## src/hw/rtl/swm_pkg.sv

```systemverilog
// ----------------------------------------------------------------------------
// swm_pkg
// Shared types and constants of the sliding window median unit.
// ----------------------------------------------------------------------------
package swm_pkg;

  localparam int unsigned SampleW = 24;
  localparam int unsigned Window  = 16;

  typedef logic signed [SampleW-1:0] sample_t;

  // What one cell shows its neighbors
  typedef struct packed {
    sample_t value;
    logic    gt;
    logic    valid;
  } nbr_t;

endpackage

```

## src/hw/rtl/swm_sample_if.sv

```systemverilog
// ----------------------------------------------------------------------------
// swm_sample_if
// Valid/ready channel carrying one sensor sample per beat.
// ----------------------------------------------------------------------------
interface swm_sample_if;
  logic            valid;
  logic            ready;
  swm_pkg::sample_t sample;

  modport source (output valid, output sample, input ready);
  modport sink   (input valid, input sample, output ready);
endinterface

```

## src/hw/rtl/swm_median_if.sv

```systemverilog
// ----------------------------------------------------------------------------
// swm_median_if
// Valid/ready channel carrying one median result per beat.
// ----------------------------------------------------------------------------
interface swm_median_if;
  logic            valid;
  logic            ready;
  swm_pkg::sample_t median;

  modport source (output valid, output median, input ready);
  modport sink   (input valid, input median, output ready);
endinterface

```

## src/hw/rtl/swm_cell.sv

```systemverilog
// ----------------------------------------------------------------------------
// swm_cell
// One slot of the sorted window: holds a sample and its age, and on each
// accepted sample takes its next value from itself, a neighbor or the sample.
// ----------------------------------------------------------------------------
module swm_cell #(
  parameter int unsigned AGE_W  = 4,
  parameter int unsigned OLDEST = 15
) (
  input  logic                clk_i,
  input  logic                rst_ni,
  input  logic                en_i,
  input  logic                full_i,
  input  swm_pkg::sample_t    sample_i,
  input  swm_pkg::nbr_t       left_i,
  input  logic [AGE_W-1:0]    left_age_i,
  input  swm_pkg::nbr_t       right_i,
  input  logic [AGE_W-1:0]    right_age_i,
  input  logic                del_i,
  output swm_pkg::nbr_t       self_o,
  output logic [AGE_W-1:0]    age_o,
  output logic                del_o,
  output swm_pkg::sample_t    value_d_o
);

  swm_pkg::sample_t value_q, value_d;
  logic [AGE_W-1:0] age_q, age_d;
  logic             valid_q, valid_d;
  logic             gt_self;
  logic             hit;

  assign gt_self = !valid_q || (value_q > sample_i);
  assign hit     = full_i ? (valid_q && (age_q == AGE_W'(OLDEST)))
                          : (!valid_q && left_i.valid);

  always_comb begin
    value_d = value_q;
    age_d   = age_q + AGE_W'(1);
    if (del_i) begin
      if (!right_i.gt) begin
        value_d = right_i.value;
        age_d   = right_age_i + AGE_W'(1);
      end else if (!gt_self) begin
        value_d = sample_i;
        age_d   = '0;
      end
    end else if (hit) begin
      if (!right_i.gt) begin
        value_d = right_i.value;
        age_d   = right_age_i + AGE_W'(1);
      end else if (!left_i.gt) begin
        value_d = sample_i;
        age_d   = '0;
      end else begin
        value_d = left_i.value;
        age_d   = left_age_i + AGE_W'(1);
      end
    end else if (gt_self) begin
      if (!left_i.gt) begin
        value_d = sample_i;
        age_d   = '0;
      end else begin
        value_d = left_i.value;
        age_d   = left_age_i + AGE_W'(1);
      end
    end
  end

  assign valid_d = valid_q | hit;

  always_ff @(posedge clk_i or negedge rst_ni) begin
    if (!rst_ni) begin
      valid_q <= 1'b0;
    end else if (en_i) begin
      valid_q <= valid_d;
    end
  end

  always_ff @(posedge clk_i) begin
    if (en_i) begin
      value_q <= value_d;
      age_q   <= age_d;
    end
  end

  assign self_o.value = value_q;
  assign self_o.gt    = gt_self;
  assign self_o.valid = valid_q;
  assign age_o        = age_q;
  assign del_o        = del_i | hit;
  assign value_d_o    = value_d;

endmodule

```

## src/hw/rtl/sliding_window_median_unit.sv

```systemverilog
// ----------------------------------------------------------------------------
// sliding_window_median_unit
// Running median over the last WINDOW signed 24-bit samples.
// ----------------------------------------------------------------------------
// The window is kept as a row of WINDOW cells sorted ascending; each accepted
// sample drops the oldest entry (once the window is full) and is inserted in
// order in the same cycle, so one sample is accepted every clock while input
// ready is high, and its median appears on the output in the cycle after
// acceptance. The median is the entry at sorted position count/2 of the valid
// entries (upper median for an even count), picked from the cells' next
// values into an output register. Throughput is set by the combinational
// insert and delete across the cell row; input ready drops only while a
// result waits in the output register and the output side is not ready.
// Reset empties the window at once, with no clearing pass.
// ----------------------------------------------------------------------------
module sliding_window_median_unit #(
  parameter int unsigned WINDOW = swm_pkg::Window
) (
  input  logic                clk_i,
  input  logic                rst_ni,
  swm_sample_if.sink          sample_ch,
  swm_median_if.source        median_ch
);

  localparam int unsigned AgeW = (WINDOW > 1) ? $clog2(WINDOW) : 1;
  localparam int unsigned IdxW = AgeW;
  localparam int unsigned CntW = $clog2(WINDOW + 1);

  swm_pkg::nbr_t    cell_nbr [WINDOW];
  logic [AgeW-1:0]  cell_age [WINDOW];
  swm_pkg::sample_t cell_nxt [WINDOW];
  logic [WINDOW:0]  del_chain;
  logic [WINDOW-1:0] vld_vec;

  logic             accept;
  logic             full;
  logic [CntW-1:0]  cnt_q, cnt_d;
  logic [IdxW-1:0]  sel_idx;
  swm_pkg::sample_t median_q;
  logic             out_vld_q;
  logic             sorted_ok;

  assign sample_ch.ready = !out_vld_q || median_ch.ready;
  assign accept          = sample_ch.valid && sample_ch.ready;
  assign full            = (cnt_q == CntW'(WINDOW));
  assign cnt_d           = full ? cnt_q : cnt_q + CntW'(1);
  assign sel_idx         = IdxW'(cnt_d >> 1);
  assign del_chain[0]    = 1'b0;

  for (genvar i = 0; i < WINDOW; i++) begin : g_cell
    swm_pkg::nbr_t   left_nbr, right_nbr;
    logic [AgeW-1:0] left_age, right_age;

    if (i == 0) begin : g_first
      assign left_nbr = '{value: '0, gt: 1'b0, valid: 1'b1};
      assign left_age = '0;
    end else begin : g_mid_l
      assign left_nbr = cell_nbr[i-1];
      assign left_age = cell_age[i-1];
    end

    if (i == WINDOW - 1) begin : g_last
      assign right_nbr = '{value: '0, gt: 1'b1, valid: 1'b0};
      assign right_age = '0;
    end else begin : g_mid_r
      assign right_nbr = cell_nbr[i+1];
      assign right_age = cell_age[i+1];
    end

    swm_cell #(
      .AGE_W  (AgeW),
      .OLDEST (WINDOW - 1)
    ) u_cell (
      .clk_i       (clk_i),
      .rst_ni      (rst_ni),
      .en_i        (accept),
      .full_i      (full),
      .sample_i    (sample_ch.sample),
      .left_i      (left_nbr),
      .left_age_i  (left_age),
      .right_i     (right_nbr),
      .right_age_i (right_age),
      .del_i       (del_chain[i]),
      .self_o      (cell_nbr[i]),
      .age_o       (cell_age[i]),
      .del_o       (del_chain[i+1]),
      .value_d_o   (cell_nxt[i])
    );

    assign vld_vec[i] = cell_nbr[i].valid;
  end

  always_ff @(posedge clk_i or negedge rst_ni) begin
    if (!rst_ni) begin
      cnt_q     <= '0;
      out_vld_q <= 1'b0;
    end else begin
      if (accept) begin
        cnt_q     <= cnt_d;
        out_vld_q <= 1'b1;
      end else if (median_ch.ready) begin
        out_vld_q <= 1'b0;
      end
    end
  end

  always_ff @(posedge clk_i) begin
    if (accept) begin
      median_q <= cell_nxt[sel_idx];
    end
  end

  assign median_ch.valid  = out_vld_q;
  assign median_ch.median = median_q;

  always_comb begin
    sorted_ok = 1'b1;
    for (int i = 0; i < WINDOW - 1; i++) begin
      if (vld_vec[i+1] && (cell_nbr[i].value > cell_nbr[i+1].value)) begin
        sorted_ok = 1'b0;
      end
    end
  end

  a_count_match : assert property (@(posedge clk_i) disable iff (!rst_ni)
    $countones(vld_vec) == int'(cnt_q))
    else $error("valid cells disagree with fill count");

  a_row_sorted : assert property (@(posedge clk_i) disable iff (!rst_ni)
    sorted_ok)
    else $error("cell row out of order");

  a_result_follows : assert property (@(posedge clk_i) disable iff (!rst_ni)
    accept |=> median_ch.valid)
    else $error("accepted sample produced no result");

  a_thermometer : assert property (@(posedge clk_i) disable iff (!rst_ni)
    vld_vec[0] || (vld_vec == '0))
    else $error("valid cells not packed at the low end");

endmodule

```

## src/flat_wrapper.sv

```systemverilog
// flat-port wrapper written by rule: the top's interface ports become plain ports
module sliding_window_median_unit_flat 
#(
  parameter int unsigned WINDOW = swm_pkg::Window
)
  (clk_i, rst_ni, sample_ch_valid, sample_ch_sample, sample_ch_ready, median_ch_valid, median_ch_median, median_ch_ready);
  swm_sample_if sample_ch_i ();
  swm_median_if median_ch_i ();
  input  logic clk_i;
  input  logic rst_ni;
  input wire logic [$bits(sample_ch_i.valid)-1:0] sample_ch_valid;
  input wire logic [$bits(sample_ch_i.sample)-1:0] sample_ch_sample;
  output wire logic [$bits(sample_ch_i.ready)-1:0] sample_ch_ready;
  output wire logic [$bits(median_ch_i.valid)-1:0] median_ch_valid;
  output wire logic [$bits(median_ch_i.median)-1:0] median_ch_median;
  input wire logic [$bits(median_ch_i.ready)-1:0] median_ch_ready;
  assign sample_ch_i.valid = sample_ch_valid;
  assign sample_ch_i.sample = sample_ch_sample;
  assign sample_ch_ready = sample_ch_i.ready;
  assign median_ch_valid = median_ch_i.valid;
  assign median_ch_median = median_ch_i.median;
  assign median_ch_i.ready = median_ch_ready;
  sliding_window_median_unit #(.WINDOW(WINDOW)) u_core (.clk_i(clk_i), .rst_ni(rst_ni), .sample_ch(sample_ch_i), .median_ch(median_ch_i));
endmodule
```

## config.mk

```make
export PLATFORM = sky130hd
export DESIGN_NAME = sliding_window_median_unit_flat
export DESIGN_NICKNAME = d
export VERILOG_FILES = /design/src/hw/rtl/swm_pkg.sv /design/src/hw/rtl/swm_sample_if.sv /design/src/hw/rtl/swm_median_if.sv /design/src/hw/rtl/swm_cell.sv /design/src/hw/rtl/sliding_window_median_unit.sv /design/src/flat_wrapper.sv
export SDC_FILE = /design/constraint.sdc
export NUM_CORES = 2
export LEC_CHECK = 0
export BUFFER_PORTS_ARGS = -buffer_cell sky130_fd_sc_hd__buf_2
export CORE_MARGIN = 2
export CORE_UTILIZATION = 32
export CTS_BUF_LIST = sky130_fd_sc_hd__clkbuf_8 sky130_fd_sc_hd__clkbuf_16
export DETAILED_ROUTE_END_ITERATION = 7
export SYNTH_ARGS = -nofsm -noshare
export SYNTH_HDL_FRONTEND = slang
export SYNTH_HIERARCHICAL = 1
export SYNTH_SLANG_ARGS = --single-unit
```

## constraint.sdc

```tcl
create_clock -name clk_i -period 15 [get_ports clk_i]
set_input_delay 3.75 -clock clk_i [delete_from_list [all_inputs] [get_ports clk_i]]
set_output_delay 3.75 -clock clk_i [all_outputs]
set_load 0.02 [all_outputs]
```

* After elaboration in Yosys (flattened, before gate mapping) *
Index checks and enable logic that the tools add are counted.

storage, ports and cells
  output and inout port bits = 26
  register bits after elaboration = 494
  logic and storage cells = 381
  input bits = 28

operators by class
  mux-type cells = 178
  $lt $le $gt $ge = 17
  reductions and logical operators = 68
  equal/unequal tests = 17
  bitwise gates (word level) = 32
  add/subtract/negate cells = 17

operator list
  operator               number
  $mux W24               80
  $gt A24 B24 Y1         16
  $mux W4                78
  $bmux W24 S4           1
  $add A4 B1 Y4 const B  16
  $eq A4 B4 Y1 const B   16
  $logic_and A1 B1 Y1    32
  $or A1 B1 Y1           30
  $mux W1                18
  $logic_not A1 Y1       17
  $logic_or A1 B1 Y1     17
  $add A5 B1 Y5 const B  1
  $eq A5 B5 Y1 const B   1
  $ge A5 B5 Y1 const B   1
  $mux W5                1
  $not A4 Y5             1
  $reduce_and A2 Y1      1
  $reduce_bool A2 Y1     1
  $not A1 Y1             1

* Longest topological paths before layout *
  depth after elaboration = 21
  gate-level depth with buffers = 41

* By module *
Netlist, hierarchy kept.

modules (own cells, without submodules)
  module                                  times used  cells an instance  area an instance (µm²)
  swm_cell (u_core.g_cell[0].u_cell ...)  10          462                3788.6
  swm_cell (u_core.g_cell[5].u_cell ...)  5           451                3922.5
  sliding_window_median_unit              1           259                3856.2
  swm_cell (u_core.g_cell[11].u_cell)     1           455                3613.5

* Worst setup path before layout *
OpenSTA, ideal clock, no wires.

  kind = in2reg
  from = input port median_ch_ready
  to = register u_core.cnt_q[1]
  data arrival time = 13.803 ns
  stages on the path = 4
  path buffers = 0
  path slack = 0.632 ns
  path through = nand2b_1 nand2_1 inv_1 o21ai_0

between the ends
  word-level cells in the longest chain between the ends = 2

RTL lines
  what                     RTL line                          source
  start: declaration       flat_wrapper.sv:16                input wire logic [$bits(median_ch_i.ready)-1:0] median_ch_ready;
  $logic_or A1 B1 Y1       sliding_window_median_unit.sv:43  assign sample_ch.ready = !out_vld_q || median_ch.ready;
  $logic_and A1 B1 Y1      sliding_window_median_unit.sv:44  assign accept = sample_ch.valid && sample_ch.ready;
  named net u_core.accept  sliding_window_median_unit.sv:35  logic accept;
  end signal: assignment   sliding_window_median_unit.sv:99  cnt_q <= cnt_d;
  end: declaration         sliding_window_median_unit.sv:37  logic [CntW-1:0] cnt_q, cnt_d;

The timed path passes the listed nets, and every way through them passes these cells.
A chain may end at the register's enable or synchronous reset.

==> out/summary.txt <==
Max-cap viol count = 0
Worst slew pin tran = 1.39 ns
WL per Instance = 28.4 um
# resized after CTS = 0
CP Max Fanout = 32
Layout Skew = 0.0388 ns
Initial Util = 32.2%
Rel. slew slack = 7.16%
CP dominant cell by count = inv_1
Drt first pass iters = 8
Final setup violation count = 0
Post-DP Area = 0.0652 mm^2
Clk Latency, worst-skew pair = 0.72 ns
Reg-to-reg startpoint = u_core/cnt_q[0]$_DFFE_PN0P_
Total core area = 0.202 mm^2
Cells after Synth = 7588
Flop2flop setup slack = 3.74 ns
CTS Root Cell = clkbuf_16
Post-route cell area = 0.0675 mm^2
Required time worst endpoint = 15.55 ns
RSZ-0062 raised after global routing = no
Max Slew Vio Count = 0
NumNets Final = 7660
DR vias/cell = 6.76
Fmax = 0.0888 GHz
Status = finished with violations
Min-Delay Path Class = reg2reg
Via count = 67200
Die footprint = 0.207 mm^2
Vias in the first global route = 63100
Clock power share = 13.0%
First-pass GRT wire length = 414000 um
Final Cycle Share = 75.1%
Initial antenna violation count = 13
Layout cell share with drive strength beyond 1 = 11.8%
DRC = 1
Site Rows = 165
Crit end category = flip-flop
Worst reg-to-reg path cell count = 49
Worst path slowest cell = clkinv_1
Failing checks = DRC
Avg Cell Area, Syn = 8.56 um^2
Crit Path Class = reg2reg
Die Wd = 455 um
I/O pin count = 54
Maximum vdd drop = 0.000231 V
Port Buffers = 53
Synth warn = 6
Arr. time, crit path = 11.81 ns
Starting DRT DRC Count = 9668
Post-Syn Area = 0.0650 mm^2
Leakage = 25.9 nW
Crit start category = flip-flop
Switching share of power = 53.1%
Post-Route Setup TNS = 0 ns
P per Cell Area = 203 mW/mm^2
DPL Wire Length = 188000 um
RD Place Congestion = 0.936
Total gr overflow = 0
Die height = 455 um
CTS tree = yes
Post-CTS Setup Inserts = 0
Int Pwr = 6.43 mW
Layout area overhead = 3.94%
CP endpoint = u_core/median_ch.median[20]$_DFFE_PP_
Gr usage total = 25.9%
CTS clk-pin slew, worst paths = 0.07 ns
Largest net degree at the start of global routing = 135
Tmin final = 11.26 ns
Combinational fraction of design power = 66.0%
Worst Setup SP = u_core/cnt_q[0]$_DFFE_PN0P_
Max Root-Sink Buffers = 3
Drt total wl = 282000 um
H-tree levels = 3
Cts-stage hold buffer count = 0
Psw = 7.28 mW
CP max stage delay = 0.56 ns
Antenna viol nets, final = 0
Num CTS Buffers = 73
Reg power frac = 21.1%
Reg-to-reg endpoint = u_core/median_ch.median[20]$_DFFE_PP_
Final hold viol count = 0
Clock sink total = 494
## how the worst min path moves through the flow
stage	from	endpoint	slack (ns)	cells past startpoint
3_3_place_gp	u_core/median_ch.valid$_DFFE_PN0P_	u_core/median_ch.valid$_DFFE_PN0P_	0.52	2
3_5_place_dp	u_core/median_ch.valid$_DFFE_PN0P_	u_core/median_ch.valid$_DFFE_PN0P_	0.52	2
4_1_cts	u_core/median_ch.valid$_DFFE_PN0P_	u_core/median_ch.valid$_DFFE_PN0P_	0.54	2
5_1_grt	u_core/median_ch.valid$_DFFE_PN0P_	u_core/median_ch.valid$_DFFE_PN0P_	0.57	2
2_1_floorplan	u_core/cnt_q[4]$_DFFE_PN0P_	u_core/cnt_q[4]$_DFFE_PN0P_	0.51	1
6_report	u_core/median_ch.valid$_DFFE_PN0P_	u_core/median_ch.valid$_DFFE_PN0P_	0.53	2
## registers in the layout, summed over array words and instances (netlist names)
register / cells
u_core/g_cell.u_cell/value_q: 384
u_core/g_cell.u_cell/age_o: 64
u_core/median_ch.median: 24
u_core/g_cell.u_cell/valid_q: 16
u_core/cnt_q: 5
u_core/median_ch.valid: 1
## critical path, delay by kind of cell (launching register included)
family,cells,cell delay (ns)
muxes,2,0.48
and+or+nand+nor,18,3.35
DFF,1,0.39
buffers and inverters,26,6.12
AOI/OAI and AO/OA,2,0.41
adders and majority gates,1,0.14
## power by group through the flow
| stage | Combinational (mW) | Sequential, mW | Clock [mW] |
|---|---|---|---|
| 6_report | 9.04 | 2.89 | 1.78 |
| 5_1_grt | 9.50 | 2.91 | 1.83 |
| 4_1_cts | 8.73 | 2.86 | 1.79 |
| 3_5_place_dp | 8.71 | 2.88 | 0 |
| 3_3_place_gp | 8.53 | 2.88 | 0 |
| 2_1_floorplan | 6.49 | 2.55 | 0 |
## layout by cell type (no fill, tap or decap), types with 125 or more instances in the layout
cell type and n:
o21ai_0 336, inv_1 465, a21oi_1 707, a2bb2oi_1 254, nand2_1 202, a31oi_1 291, buf_4 159, a41oi_1 125
o211ai_1 394, nor2b_1 153, edfxtp_1 472, nor2_1 430, nand3_1 756, mux2i_1 389, ha_1 433
## through the flow
step                worst slack (ns)  total power, mW  utilization (%)  instances  hold slack [ns]
detailed placement              4.04             11.6             32.3       9795            0.522
global route                    3.07             14.2             33.4       9944            0.569
finish                          3.74             13.7             33.4       9948            0.529
CTS                             4.17             13.4             33.4       9928            0.543
global placement                4.03             11.4             32.3       9795            0.524
floorplan                      0.632             9.04                -       7658            0.509
## final cells by class
type	instances	area, um^2
diodes	20	50.0
clock buffers	77	1890
clock inverters	56	427
fillers	21000	134000
inverters	462	1760
multi-input cells	5951	43800
flip-flops and latches	494	14700
well taps	2672	3340
repair buffers	216	1540
## layer usage
layer,up-vias,track usage [%],part of all wire (%)
met1,32800,32.9,39
met2,4748,39.0,43
met3,919,6.46,11
met5,-,0,0.0096
li1,28800,-,-
met4,4,16.7,7.3
No activity file was read; power rests on OpenSTA's default activity.
